### src/hw/rtl/lcdt_pkg.sv
// Shared constants, codes and types of the display line timing block.
`timescale 1ns / 1ps
`default_nettype none

package lcdt_pkg;

   localparam int OAM_ENTRIES_DEF      = 40;
   localparam int MAX_LINE_SPRITES_DEF = 10;
   localparam int DOTS_PER_LINE_DEF    = 456;
   localparam int VISIBLE_LINES_DEF    = 144;
   localparam int FRAME_LINES_DEF      = 154;
   localparam int SCAN_DOTS_DEF        = 80;

   localparam int RESULT_CAP  = 11;
   localparam int SPRITE_DOTS = 6;
   localparam int PENALTY_MAX = 63;
   localparam int Y_OFFSET    = 16;
   localparam int ENTRY_W     = 32;

   localparam logic [2:0] CSR_LINE_COMPARE   = 3'd0;
   localparam logic [2:0] CSR_STAT_ON_MATCH  = 3'd1;
   localparam logic [2:0] CSR_STAT_ON_HBLANK = 3'd2;
   localparam logic [2:0] CSR_STAT_ON_VBLANK = 3'd3;
   localparam logic [2:0] CSR_SPRITE_HEIGHT  = 3'd4;
   localparam logic [2:0] CSR_WINDOW_TOP     = 3'd5;

   localparam logic [1:0] MODE_HBLANK = 2'd0;
   localparam logic [1:0] MODE_VBLANK = 2'd1;
   localparam logic [1:0] MODE_SCAN   = 2'd2;
   localparam logic [1:0] MODE_DRAW   = 2'd3;

   localparam logic OP_DOT       = 1'b0;
   localparam logic OP_OAM_WRITE = 1'b1;

   typedef enum logic [1:0] {
      ST_IDLE,
      ST_SCAN,
      ST_EMIT
   } lcdt_state_type;

   typedef struct packed {
      logic clear;
      logic load;
   } lcdt_scan_ctl_type;

endpackage

`default_nettype wire

### src/hw/rtl/lcdt_oam_mem.sv
// Object attribute memory: byte-writable, one registered read port.
`timescale 1ns / 1ps
`default_nettype none

module lcdt_oam_mem #(
   parameter int OAM_ENTRIES = lcdt_pkg::OAM_ENTRIES_DEF,
   parameter int AW = (OAM_ENTRIES > 1) ? $clog2(OAM_ENTRIES) : 1
) (
   input  wire logic                       clock,
   input  wire logic                       reset,
   input  wire logic                       wr_en,
   input  wire logic [AW-1:0]              wr_addr,
   input  wire logic [1:0]                 wr_lane,
   input  wire logic [7:0]                 wr_data,
   input  wire logic [AW-1:0]              rd_addr,
   output logic [lcdt_pkg::ENTRY_W-1:0]    rd_data
);

   logic [lcdt_pkg::ENTRY_W-1:0] mem [OAM_ENTRIES];
   logic [3:0]                   valid_ff [OAM_ENTRIES];
   logic [lcdt_pkg::ENTRY_W-1:0] rd_data_ff;
   logic [3:0]                   rd_mask_ff;

   always_ff @(posedge clock) begin
      if (wr_en) begin
         mem[wr_addr][wr_lane*8 +: 8] <= wr_data;
      end
      rd_data_ff <= mem[rd_addr];
   end

   // Bytes never written since reset read as zero.
   always_ff @(posedge clock) begin
      if (reset) begin
         for (int i = 0; i < OAM_ENTRIES; i++) begin
            valid_ff[i] <= 4'b0000;
         end
         rd_mask_ff <= 4'b0000;
      end else begin
         if (wr_en) begin
            valid_ff[wr_addr][wr_lane] <= 1'b1;
         end
         rd_mask_ff <= valid_ff[rd_addr];
      end
   end

   assign rd_data = rd_data_ff & {{8{rd_mask_ff[3]}}, {8{rd_mask_ff[2]}},
                                  {8{rd_mask_ff[1]}}, {8{rd_mask_ff[0]}}};

endmodule

`default_nettype wire

### src/hw/rtl/lcdt_line_sel.sv
// Per-line sprite list with X-ordered insertion of matching objects.
`timescale 1ns / 1ps
`default_nettype none

module lcdt_line_sel #(
   parameter int MAX_LINE_SPRITES = lcdt_pkg::MAX_LINE_SPRITES_DEF,
   parameter int CW = $clog2(MAX_LINE_SPRITES + 1),
   parameter int SW = (MAX_LINE_SPRITES > 1) ? $clog2(MAX_LINE_SPRITES) : 1
) (
   input  wire logic                         clock,
   input  wire logic                         reset,
   input  wire lcdt_pkg::lcdt_scan_ctl_type  ctl,
   input  wire logic [lcdt_pkg::ENTRY_W-1:0] ins_entry,
   input  wire logic [7:0]                   line,
   input  wire logic [4:0]                   height,
   input  wire logic [SW-1:0]                rd_idx,
   output logic [CW-1:0]                     count,
   output logic [lcdt_pkg::ENTRY_W-1:0]      rd_entry
);

   logic [lcdt_pkg::ENTRY_W-1:0] slot_ff [MAX_LINE_SPRITES];
   logic [lcdt_pkg::ENTRY_W-1:0] slot_in [MAX_LINE_SPRITES];
   logic [CW-1:0]                count_ff;
   logic [MAX_LINE_SPRITES-1:0]  le;
   logic [8:0]                   cur;
   logic [9:0]                   bottom;
   logic                         hit;
   logic                         take;

   always_comb begin
      cur    = 9'({1'b0, line}) + 9'(lcdt_pkg::Y_OFFSET);
      bottom = 10'(ins_entry[7:0]) + 10'(height);
      hit    = (9'(ins_entry[7:0]) <= cur) && (bottom > 10'(cur));
      take   = ctl.load && hit && (count_ff < CW'(MAX_LINE_SPRITES));
      for (int j = 0; j < MAX_LINE_SPRITES; j++) begin
         le[j] = (CW'(j) < count_ff) && (slot_ff[j][15:8] <= ins_entry[15:8]);
      end
   end

   // The list is kept sorted, so le is a run of ones from slot 0: slots in that
   // run stay, the first slot past it takes the new entry, the rest move up.
   for (genvar j = 0; j < MAX_LINE_SPRITES; j++) begin : g_slot
      if (j == 0) begin : g_first
         assign slot_in[j] = le[j] ? slot_ff[j] : ins_entry;
      end else begin : g_rest
         assign slot_in[j] = le[j] ? slot_ff[j] : (le[j-1] ? ins_entry : slot_ff[j-1]);
      end
   end

   always_ff @(posedge clock) begin
      if (take) begin
         for (int j = 0; j < MAX_LINE_SPRITES; j++) begin
            slot_ff[j] <= slot_in[j];
         end
      end
   end

   always_ff @(posedge clock) begin
      if (reset) begin
         count_ff <= '0;
      end else if (ctl.clear) begin
         count_ff <= '0;
      end else if (take) begin
         count_ff <= count_ff + CW'(1);
      end
   end

   assign count    = count_ff;
   assign rd_entry = slot_ff[rd_idx];

endmodule

`default_nettype wire

### src/hw/rtl/lcd_mode_timing_with_oam_scan.sv
// Top level: display line timing, mode sequencing and per-line sprite scan.
`timescale 1ns / 1ps
`default_nettype none

// Each request is either one dot tick or one byte written into object attribute
// memory, and gives one response, except the dot that moves from OAM scan to
// drawing, which gives one response per selected sprite (at most ten, X order,
// OAM order on ties) with last set on the final one. A plain request's response
// is registered when the request is accepted and can be taken while the following
// request is accepted. The dot that opens a line's OAM scan reads the whole
// object memory through its single synchronous read port, one entry per cycle,
// and its response shows only once every entry has been offered to the sprite
// list. The dot that enters drawing keeps further requests waiting until its last
// sprite response has been taken. Object memory comes out of reset as all zero
// at once, tracked by per-byte valid flags, so no clearing pass is needed.
// Configuration writes are always ready and are meant for idle periods.
module lcd_mode_timing_with_oam_scan #(
   parameter int OAM_ENTRIES      = lcdt_pkg::OAM_ENTRIES_DEF,
   parameter int MAX_LINE_SPRITES = lcdt_pkg::MAX_LINE_SPRITES_DEF,
   parameter int DOTS_PER_LINE    = lcdt_pkg::DOTS_PER_LINE_DEF,
   parameter int VISIBLE_LINES    = lcdt_pkg::VISIBLE_LINES_DEF,
   parameter int FRAME_LINES      = lcdt_pkg::FRAME_LINES_DEF,
   parameter int SCAN_DOTS        = lcdt_pkg::SCAN_DOTS_DEF
) (
   input  wire logic        clock,
   input  wire logic        reset,
   input  wire logic        csr_valid,
   output logic             csr_ready,
   input  wire logic [2:0]  csr_index,
   input  wire logic [7:0]  csr_data,
   input  wire logic        req_valid,
   output logic             req_stall,
   input  wire logic        req_mode,
   input  wire logic [7:0]  req_oam_index,
   input  wire logic [7:0]  req_oam_data,
   input  wire logic        req_pixels_done,
   input  wire logic        req_window_visible,
   output logic             rsp_valid,
   input  wire logic        rsp_stall,
   output logic [1:0]       rsp_lcd_mode,
   output logic [7:0]       rsp_line_count,
   output logic             rsp_match_flag,
   output logic             rsp_vblank_request,
   output logic             rsp_stat_request,
   output logic             rsp_frame_done,
   output logic [7:0]       rsp_window_line,
   output logic             rsp_sprite_valid,
   output logic [31:0]      rsp_sprite_entry,
   output logic [3:0]       rsp_sprite_count,
   output logic             rsp_last
);

   localparam int AW   = (OAM_ENTRIES > 1) ? $clog2(OAM_ENTRIES) : 1;
   localparam int CW   = $clog2(MAX_LINE_SPRITES + 1);
   localparam int SW   = (MAX_LINE_SPRITES > 1) ? $clog2(MAX_LINE_SPRITES) : 1;
   localparam int NCAP = (MAX_LINE_SPRITES < lcdt_pkg::RESULT_CAP) ?
                         MAX_LINE_SPRITES : lcdt_pkg::RESULT_CAP;

   // Configuration registers.
   logic [7:0] lyc_ff;
   logic       stat_match_ff;
   logic       stat_hblank_ff;
   logic       stat_vblank_ff;
   logic [4:0] height_ff;
   logic [7:0] wtop_ff;

   // Timing state and its next values.
   lcdt_pkg::lcdt_state_type state_ff, state_in;
   logic [8:0]    dot_ff, dot_in;
   logic [1:0]    mode_ff, mode_in;
   logic [7:0]    line_ff, line_in;
   logic          match_ff, match_in;
   logic [7:0]    win_ff, win_in;
   logic [5:0]    pen_ff, pen_in;
   logic          rsp_valid_ff, rsp_valid_in;
   logic          vb_ff, vb_in;
   logic          st_ff, st_in;
   logic          fd_ff, fd_in;
   logic          spv_ff, spv_in;
   logic          last_ff, last_in;
   logic [SW-1:0] idx_ff, idx_in;
   logic [AW:0]   scan_addr_ff, scan_addr_in;
   logic          pend_ff, pend_in;

   // Datapath between the parts.
   logic                         accept;
   logic                         mem_we;
   logic [lcdt_pkg::ENTRY_W-1:0] mem_rdata;
   logic                         issue;
   lcdt_pkg::lcdt_scan_ctl_type  scan_ctl;
   logic [CW-1:0]                sel_count;
   logic [lcdt_pkg::ENTRY_W-1:0] sel_entry;
   logic [CW-1:0]                n_emit;
   logic [7:0]                   pen_full;
   logic [8:0]                   dot_next;
   logic [7:0]                   line_next;
   logic                         win_step;

   assign csr_ready = 1'b1;

   always_ff @(posedge clock) begin
      if (reset) begin
         lyc_ff         <= 8'd0;
         stat_match_ff  <= 1'b0;
         stat_hblank_ff <= 1'b0;
         stat_vblank_ff <= 1'b0;
         height_ff      <= 5'd8;
         wtop_ff        <= 8'd0;
      end else if (csr_valid && csr_ready) begin
         case (csr_index)
            lcdt_pkg::CSR_LINE_COMPARE:   lyc_ff         <= csr_data;
            lcdt_pkg::CSR_STAT_ON_MATCH:  stat_match_ff  <= csr_data[0];
            lcdt_pkg::CSR_STAT_ON_HBLANK: stat_hblank_ff <= csr_data[0];
            lcdt_pkg::CSR_STAT_ON_VBLANK: stat_vblank_ff <= csr_data[0];
            lcdt_pkg::CSR_SPRITE_HEIGHT:  height_ff      <= csr_data[4:0];
            lcdt_pkg::CSR_WINDOW_TOP:     wtop_ff        <= csr_data;
            default: ;
         endcase
      end
   end

   // New requests wait while a scan or a sprite burst runs, and while the
   // response register holds a result that is not being taken.
   assign req_stall = (state_ff != lcdt_pkg::ST_IDLE) || (rsp_valid_ff && rsp_stall);
   assign accept    = req_valid && !req_stall;

   assign mem_we = accept && (req_mode == lcdt_pkg::OP_OAM_WRITE) &&
                   (9'(req_oam_index) < 9'(OAM_ENTRIES * 4));

   // During a scan one entry address goes out per cycle; its data comes back in the
   // next cycle and is offered to the sprite list.
   assign issue = (state_ff == lcdt_pkg::ST_SCAN) && (scan_addr_ff < (AW+1)'(OAM_ENTRIES));

   lcdt_oam_mem #(
      .OAM_ENTRIES (OAM_ENTRIES),
      .AW          (AW)
   ) u_oam_mem (
      .clock   (clock),
      .reset   (reset),
      .wr_en   (mem_we),
      .wr_addr (AW'(req_oam_index[7:2])),
      .wr_lane (req_oam_index[1:0]),
      .wr_data (req_oam_data),
      .rd_addr (scan_addr_ff[AW-1:0]),
      .rd_data (mem_rdata)
   );

   lcdt_line_sel #(
      .MAX_LINE_SPRITES (MAX_LINE_SPRITES),
      .CW               (CW),
      .SW               (SW)
   ) u_line_sel (
      .clock     (clock),
      .reset     (reset),
      .ctl       (scan_ctl),
      .ins_entry (mem_rdata),
      .line      (line_ff),
      .height    (height_ff),
      .rd_idx    (idx_ff),
      .count     (sel_count),
      .rd_entry  (sel_entry)
   );

   // Sprite burst length and drawing penalty follow from the selected count.
   assign n_emit   = (sel_count > CW'(NCAP)) ? CW'(NCAP) : sel_count;
   assign pen_full = 8'(sel_count) * 8'(lcdt_pkg::SPRITE_DOTS);

   always_ff @(posedge clock) begin
      if (reset) begin
         state_ff <= lcdt_pkg::ST_IDLE;
      end else begin
         state_ff <= state_in;
      end
   end

   always_comb begin
      state_in     = state_ff;
      dot_in       = dot_ff;
      mode_in      = mode_ff;
      line_in      = line_ff;
      match_in     = match_ff;
      win_in       = win_ff;
      pen_in       = pen_ff;
      rsp_valid_in = rsp_valid_ff;
      vb_in        = vb_ff;
      st_in        = st_ff;
      fd_in        = fd_ff;
      spv_in       = spv_ff;
      last_in      = last_ff;
      idx_in       = idx_ff;
      scan_addr_in = scan_addr_ff;
      pend_in      = 1'b0;
      scan_ctl     = '0;
      dot_next     = dot_ff + 9'd1;
      line_next    = line_ff + 8'd1;
      win_step     = req_window_visible && (line_ff >= wtop_ff) &&
                     (10'(line_ff) < 10'(wtop_ff) + 10'(VISIBLE_LINES));

      case (state_ff)
         lcdt_pkg::ST_IDLE: begin
            if (rsp_valid_ff && !rsp_stall) begin
               rsp_valid_in = 1'b0;
            end
            if (accept) begin
               rsp_valid_in = 1'b1;
               vb_in        = 1'b0;
               st_in        = 1'b0;
               fd_in        = 1'b0;
               spv_in       = 1'b0;
               last_in      = 1'b1;
               if (req_mode == lcdt_pkg::OP_DOT) begin
                  dot_in = dot_next;
                  case (mode_ff)
                     lcdt_pkg::MODE_SCAN: begin
                        // The scan runs on the first dot; the response waits for it.
                        if (dot_next == 9'd1) begin
                           scan_ctl.clear = 1'b1;
                           scan_addr_in   = '0;
                           state_in       = lcdt_pkg::ST_SCAN;
                           rsp_valid_in   = 1'b0;
                        end
                        if (dot_next >= 9'(SCAN_DOTS)) begin
                           mode_in = lcdt_pkg::MODE_DRAW;
                           pen_in  = (pen_full > 8'(lcdt_pkg::PENALTY_MAX)) ?
                                     6'(lcdt_pkg::PENALTY_MAX) : pen_full[5:0];
                           if (n_emit != '0) begin
                              spv_in  = 1'b1;
                              idx_in  = '0;
                              last_in = (n_emit == CW'(1));
                              if (n_emit != CW'(1)) begin
                                 state_in = lcdt_pkg::ST_EMIT;
                              end
                           end
                        end
                     end
                     lcdt_pkg::MODE_DRAW: begin
                        if (req_pixels_done) begin
                           if (pen_ff != 6'd0) begin
                              pen_in = pen_ff - 6'd1;
                           end else begin
                              mode_in = lcdt_pkg::MODE_HBLANK;
                              st_in   = stat_hblank_ff;
                           end
                        end
                     end
                     lcdt_pkg::MODE_HBLANK: begin
                        if (dot_next >= 9'(DOTS_PER_LINE)) begin
                           if (win_step) begin
                              win_in = win_ff + 8'd1;
                           end
                           line_in  = line_next;
                           match_in = (line_next == lyc_ff);
                           st_in    = match_in && stat_match_ff;
                           if (line_next >= 8'(VISIBLE_LINES)) begin
                              mode_in = lcdt_pkg::MODE_VBLANK;
                              vb_in   = 1'b1;
                              fd_in   = 1'b1;
                              if (stat_vblank_ff) begin
                                 st_in = 1'b1;
                              end
                           end else begin
                              mode_in = lcdt_pkg::MODE_SCAN;
                           end
                           dot_in = 9'd0;
                        end
                     end
                     default: begin
                        if (dot_next >= 9'(DOTS_PER_LINE)) begin
                           if (win_step) begin
                              win_in = win_ff + 8'd1;
                           end
                           line_in  = line_next;
                           match_in = (line_next == lyc_ff);
                           st_in    = match_in && stat_match_ff;
                           // The compare above still sees the line past the frame.
                           if (line_next >= 8'(FRAME_LINES)) begin
                              mode_in = lcdt_pkg::MODE_SCAN;
                              line_in = 8'd0;
                              win_in  = 8'd0;
                           end
                           dot_in = 9'd0;
                        end
                     end
                  endcase
               end
            end
         end
         lcdt_pkg::ST_SCAN: begin
            scan_ctl.load = pend_ff;
            pend_in       = issue;
            if (issue) begin
               scan_addr_in = scan_addr_ff + (AW+1)'(1);
            end else if (!pend_ff) begin
               rsp_valid_in = 1'b1;
               state_in     = lcdt_pkg::ST_IDLE;
            end
         end
         lcdt_pkg::ST_EMIT: begin
            if (!rsp_stall) begin
               idx_in  = idx_ff + SW'(1);
               last_in = (CW'(idx_ff) + CW'(2) == n_emit);
               if (last_in) begin
                  state_in = lcdt_pkg::ST_IDLE;
               end
            end
         end
         default: begin
            state_in = lcdt_pkg::ST_IDLE;
         end
      endcase
   end

   always_ff @(posedge clock) begin
      if (reset) begin
         dot_ff       <= 9'd0;
         mode_ff      <= lcdt_pkg::MODE_SCAN;
         line_ff      <= 8'd0;
         match_ff     <= 1'b0;
         win_ff       <= 8'd0;
         pen_ff       <= 6'd0;
         rsp_valid_ff <= 1'b0;
         scan_addr_ff <= '0;
         pend_ff      <= 1'b0;
      end else begin
         dot_ff       <= dot_in;
         mode_ff      <= mode_in;
         line_ff      <= line_in;
         match_ff     <= match_in;
         win_ff       <= win_in;
         pen_ff       <= pen_in;
         rsp_valid_ff <= rsp_valid_in;
         scan_addr_ff <= scan_addr_in;
         pend_ff      <= pend_in;
      end
   end

   always_ff @(posedge clock) begin
      vb_ff   <= vb_in;
      st_ff   <= st_in;
      fd_ff   <= fd_in;
      spv_ff  <= spv_in;
      last_ff <= last_in;
      idx_ff  <= idx_in;
   end

   // Status fields come straight from the timing state, which cannot move while
   // a response is pending because requests are held off until it is taken.
   assign rsp_valid          = rsp_valid_ff;
   assign rsp_lcd_mode       = mode_ff;
   assign rsp_line_count     = line_ff;
   assign rsp_match_flag     = match_ff;
   assign rsp_vblank_request = vb_ff;
   assign rsp_stat_request   = st_ff;
   assign rsp_frame_done     = fd_ff;
   assign rsp_window_line    = win_ff;
   assign rsp_sprite_valid   = spv_ff;
   assign rsp_sprite_entry   = spv_ff ? sel_entry : 32'd0;
   assign rsp_sprite_count   = 4'(sel_count);
   assign rsp_last           = last_ff;

endmodule

`default_nettype wire

### config.mk
export PLATFORM = sky130hd
export DESIGN_NAME = lcd_mode_timing_with_oam_scan
export DESIGN_NICKNAME = d
export VERILOG_FILES = /design/src/hw/rtl/lcdt_pkg.sv /design/src/hw/rtl/lcdt_oam_mem.sv /design/src/hw/rtl/lcdt_line_sel.sv /design/src/hw/rtl/lcd_mode_timing_with_oam_scan.sv
export SDC_FILE = /design/constraint.sdc
export NUM_CORES = 2
export LEC_CHECK = 0
export BUFFER_PORTS_ARGS = -buffer_cell sky130_fd_sc_hd__buf_2
export CAP_MARGIN = 0
export CORE_MARGIN = 4
export CORE_UTILIZATION = 30
export CTS_CLUSTER_SIZE = 12
export DETAILED_ROUTE_END_ITERATION = 10
export GPL_ROUTABILITY_DRIVEN = 0
export GPL_TIMING_DRIVEN = 0
export PLACE_DENSITY = 0.53
export SYNTH_ARGS = -nofsm -noshare
export SYNTH_HDL_FRONTEND = slang
export SYNTH_SLANG_ARGS = --single-unit
export TNS_END_PERCENT = 20
### constraint.sdc
create_clock -name clock -period 13.74 [get_ports clock]
set_clock_uncertainty 0.2 [all_clocks]
set_input_delay 4.122 -clock clock [delete_from_list [all_inputs] [get_ports clock]]
set_output_delay 4.122 -clock clock [all_outputs]
set_load 0.05 [all_outputs]
==> impl_metrics.ini <==
[synthesis]
synth-main-ff-cell = edfxtp_1
syn-instance-count = 4732
synth_nets = 4904
synth_edf_count = 1608
synth.area.top_cells = edfxtp_1 58%, mux4_2 14%, dfxtp_1 8.9%
syn_area_sq_mm = 0.0829
ys_ff_latch = 1977
synth.avg_cell_area_sq_um = 17.5
ys_warn_count = 0
synth_cell_types = 79
synth.most_common_cell = edfxtp_1
synth_compound_area_frac = 0.0427
synthMuxAreaShare = 0.197
synth_xor_area_frac = 0.00539
ys_seq_area_frac = 0.672
synthSimpleGateAreaFrac = 0.0398
post-synth-top-area-cell = edfxtp_1
async_reset_ff_frac = 0
synth_top_family_by_area = multiplexers
synth_fa_ha_area_frac = 0.0209
synth_commonest_cells = 1,608 x edfxtp_1, 527 x mux4_2, 369 x dfxtp_1
synthDominantCellAreaShare = 0.583

[timing]
max_freq_mhz = 109
fin_tns_setup_ps = 0
report.final.slew_viol_count = 0
layout_min_cycle_time_ps = 9210
fin_crit_sh = 0.670
rsz0062_at_grt = no
hold_viol_final = 0
fin_ws_ps = 4530
tightest_slew_ps = 1480
finalSetupViolCount = 0
relSlewSlack = 0.0115

[route]
highest_layer = met5
wl_per_cell_um = 27.3
vias = 45400
drt-met1-wl_um = 108000
drt-initial-drc-count = 4514
drc = 0
drtAntennaViolNets = 0
dr.pass1.iters = 6
wl_um = 242000
vias_per_cell = 5.10
dr_wl_met3_um = 15900
route.met2.wl_um = 113000

[hold_path]
hold_path.class = reg -> reg

[global_routing]
grt_usage = 0.166
antenna_found_initial = 19
grt_max_degree = 41
overflow = 0
grt_pass1_wl_um = 344000
first_global_vias = 45800

[critical_path]
crit_fanout = 4
end_kind = output pin
path_common_cell = buf_2
arrival_ps = 4890
cp.required_ps = 9420
critical_path_class = in -> out
cp_slowest_cell = a211oi_2
crit_chain = buf_2 > a211oi_2 > inv_1 > buf_2
max_stage_delay_ps = 350
crit_path_start_kind = input port

[power]
vdd_drop_max_mv = 0.119
p_leak_nw = 30.8
intPower_w = 0.00974
power.density_mw_per_mm2 = 133
sw_frac_of_total = 0.224
pwr-share-clk = 0.424
p_seq_frac = 0.514
pwr-share-comb = 0.061
p_switching_w = 0.00281

[die]
die_x_um = 534
io_pins = 98
core.rowCount = 192
start_util = 0.302
dieArea_sq_mm = 0.285
die_h_um = 534
core_area_sq_mm = 0.274

[cts]
clk_pin_slew_ps = 60
holdBufCountCts = 0
cts_tree = done
htree_levels = 4
clock_latency_ps = 880
numClockSinks = 1977
cts_resized = 0
cts_setup_buffers = 0
cts-root-buf = clkbuf_16
numCtsBuffers = 210
clockBufferDepth = 4

[layout]
fill_cells = 26100
fin_util = 0.345
syn_to_final_growth_pct = 14.2
drive_gt1_frac = 0.261
fin_nets = 5223

[placement]
numPortBuffers = 95
dp_hpwl_um = 169000
pre_cts_ws_ps = 4520

[outcome]
status = finished clean

[run]
drv_cap = 0
layer usage:
| metal | global-route usage | vias up |
|---|---|---|
| li1 | - | 19400 |
| met1 | 0.237 | 24200 |
| met2 | 0.263 | 1436 |
| met3 | 0.0298 | 328 |
| met4 | 0.0375 | 4 |
| met5 | 0 | - |
layout by cell type, fill, tap and decap left out, types with 9 or more instances in the layout:
cell / netlist / final
clkinv_2: 0 / 23
xor2_1: 20 / 20
and3_1: 12 / 12
mux2_2: 324 / 324
and2_2: 0 / 32
nor2b_1: 55 / 55
nor3b_1: 12 / 12
o21ai_0: 43 / 43
clkinv_1: 8 / 27
nand2b_1: 19 / 19
ha_1: 136 / 136
a21o_1: 21 / 21
nand2_1: 177 / 177
inv_1: 53 / 53
a21oi_1: 121 / 120
nand3_1: 34 / 34
a211oi_1: 41 / 41
or3_1: 14 / 14
dfxtp_1: 369 / 369
mux2i_1: 84 / 84
and2_1: 61 / 29
clkbuf_8: 0 / 15
clkbuf_1: 281 / 352
edfxtp_1: 1608 / 1608
buf_4: 13 / 13
nor2_4: 0 / 9
nor2_1: 231 / 222
o21a_1: 89 / 89
o2bb2ai_1: 80 / 80
buf_2: 52 / 147
mux4_2: 527 / 527
buf_1: 33 / 33
xnor2_1: 31 / 31
nand4_1: 18 / 18
nor3_1: 30 / 30
clkbuf_16: 0 / 215
o211a_1: 32 / 32
power groups by stage:
stage / Combinational, W / Clock (W) / Sequential [W]
6_report: 0.000769 / 0.00533 / 0.00646
5_1_grt: 0.000814 / 0.00567 / 0.00646
4_1_cts: 0.000779 / 0.00544 / 0.00646
3_5_place_dp: 0.000778 / 0 / 0.00659
3_3_place_gp: 0.000770 / 0 / 0.00659
2_1_floorplan: 0.000488 / 0 / 0.00659
cell families (layout without fill, tap and decap cells):
| group | Yosys count | in the layout |
|---|---|---|
| DFF | 1977 | 1977 |
| buffers and inverters | 445 | 909 |
| and+or+nand+nor | 690 | 690 |
| adders and majority gates | 138 | 138 |
| AOI/OAI and AO/OA | 495 | 495 |
| xor gates and xnor gates | 51 | 51 |
| muxes | 935 | 935 |
| other | 1 | 9 |
worst max-delay path: cells and delay by family:
family | cells | cell delay (ps)
AO/OA/AOI/OAI | 1 | 350
buffers and inverters | 3 | 410
state kept, by name, summed over array words and instances (netlist names), 5 cells and up, named ones only:
register and cells:
dot_ff 9, height_ff 5, lyc_ff 8, pen_ff 6, rsp_line_count 8, rsp_window_line 8
scan_addr_ff 7, u_line_sel.slot_ff 320, u_oam_mem.mem 1280, u_oam_mem.rd_data_ff 32, u_oam_mem.valid_ff 256, wtop_ff 8
area by class of cell:
class	count	area (sq um)	area share
buffer	384	1590	0.0168
clock inverter	52	342	0.00361
clock buffer	305	5880	0.0622
inverter	61	229	0.00242
multi-input combinational	2310	25500	0.270
tap	3686	4610	0.0487
timing repair buffer	107	761	0.00804
antenna	8	20.0	0.000212
sequential	1977	55700	0.588
path summary, 6_finish.rpt:
path                                                 from                        end  slack, ps  depth (start not counted)
worst max-delay path                            rsp_stall                  req_stall       4530                          4
worst min register to register  u_oam_mem.valid_ff[62][1]  u_oam_mem.valid_ff[62][1]        220                          1
worst min-delay path            u_oam_mem.valid_ff[62][1]  u_oam_mem.valid_ff[62][1]        220                          1
worst max register to register    u_oam_mem.rd_mask_ff[0]  u_line_sel.slot_ff[5][15]       6760                         20
through the flow:
step                hold WS [ps]  power [W]  instances  cell area (sq um)
finish                       222     0.0126       8890              94600
global route                 234     0.0129       8884              94600
global placement             208    0.00736       8513              88000
CTS                          225     0.0127       8882              94600
detailed placement           215    0.00737       8525              88300
floorplan                    200    0.00707       4732              82900
Power figures use the tool's default switching activity.
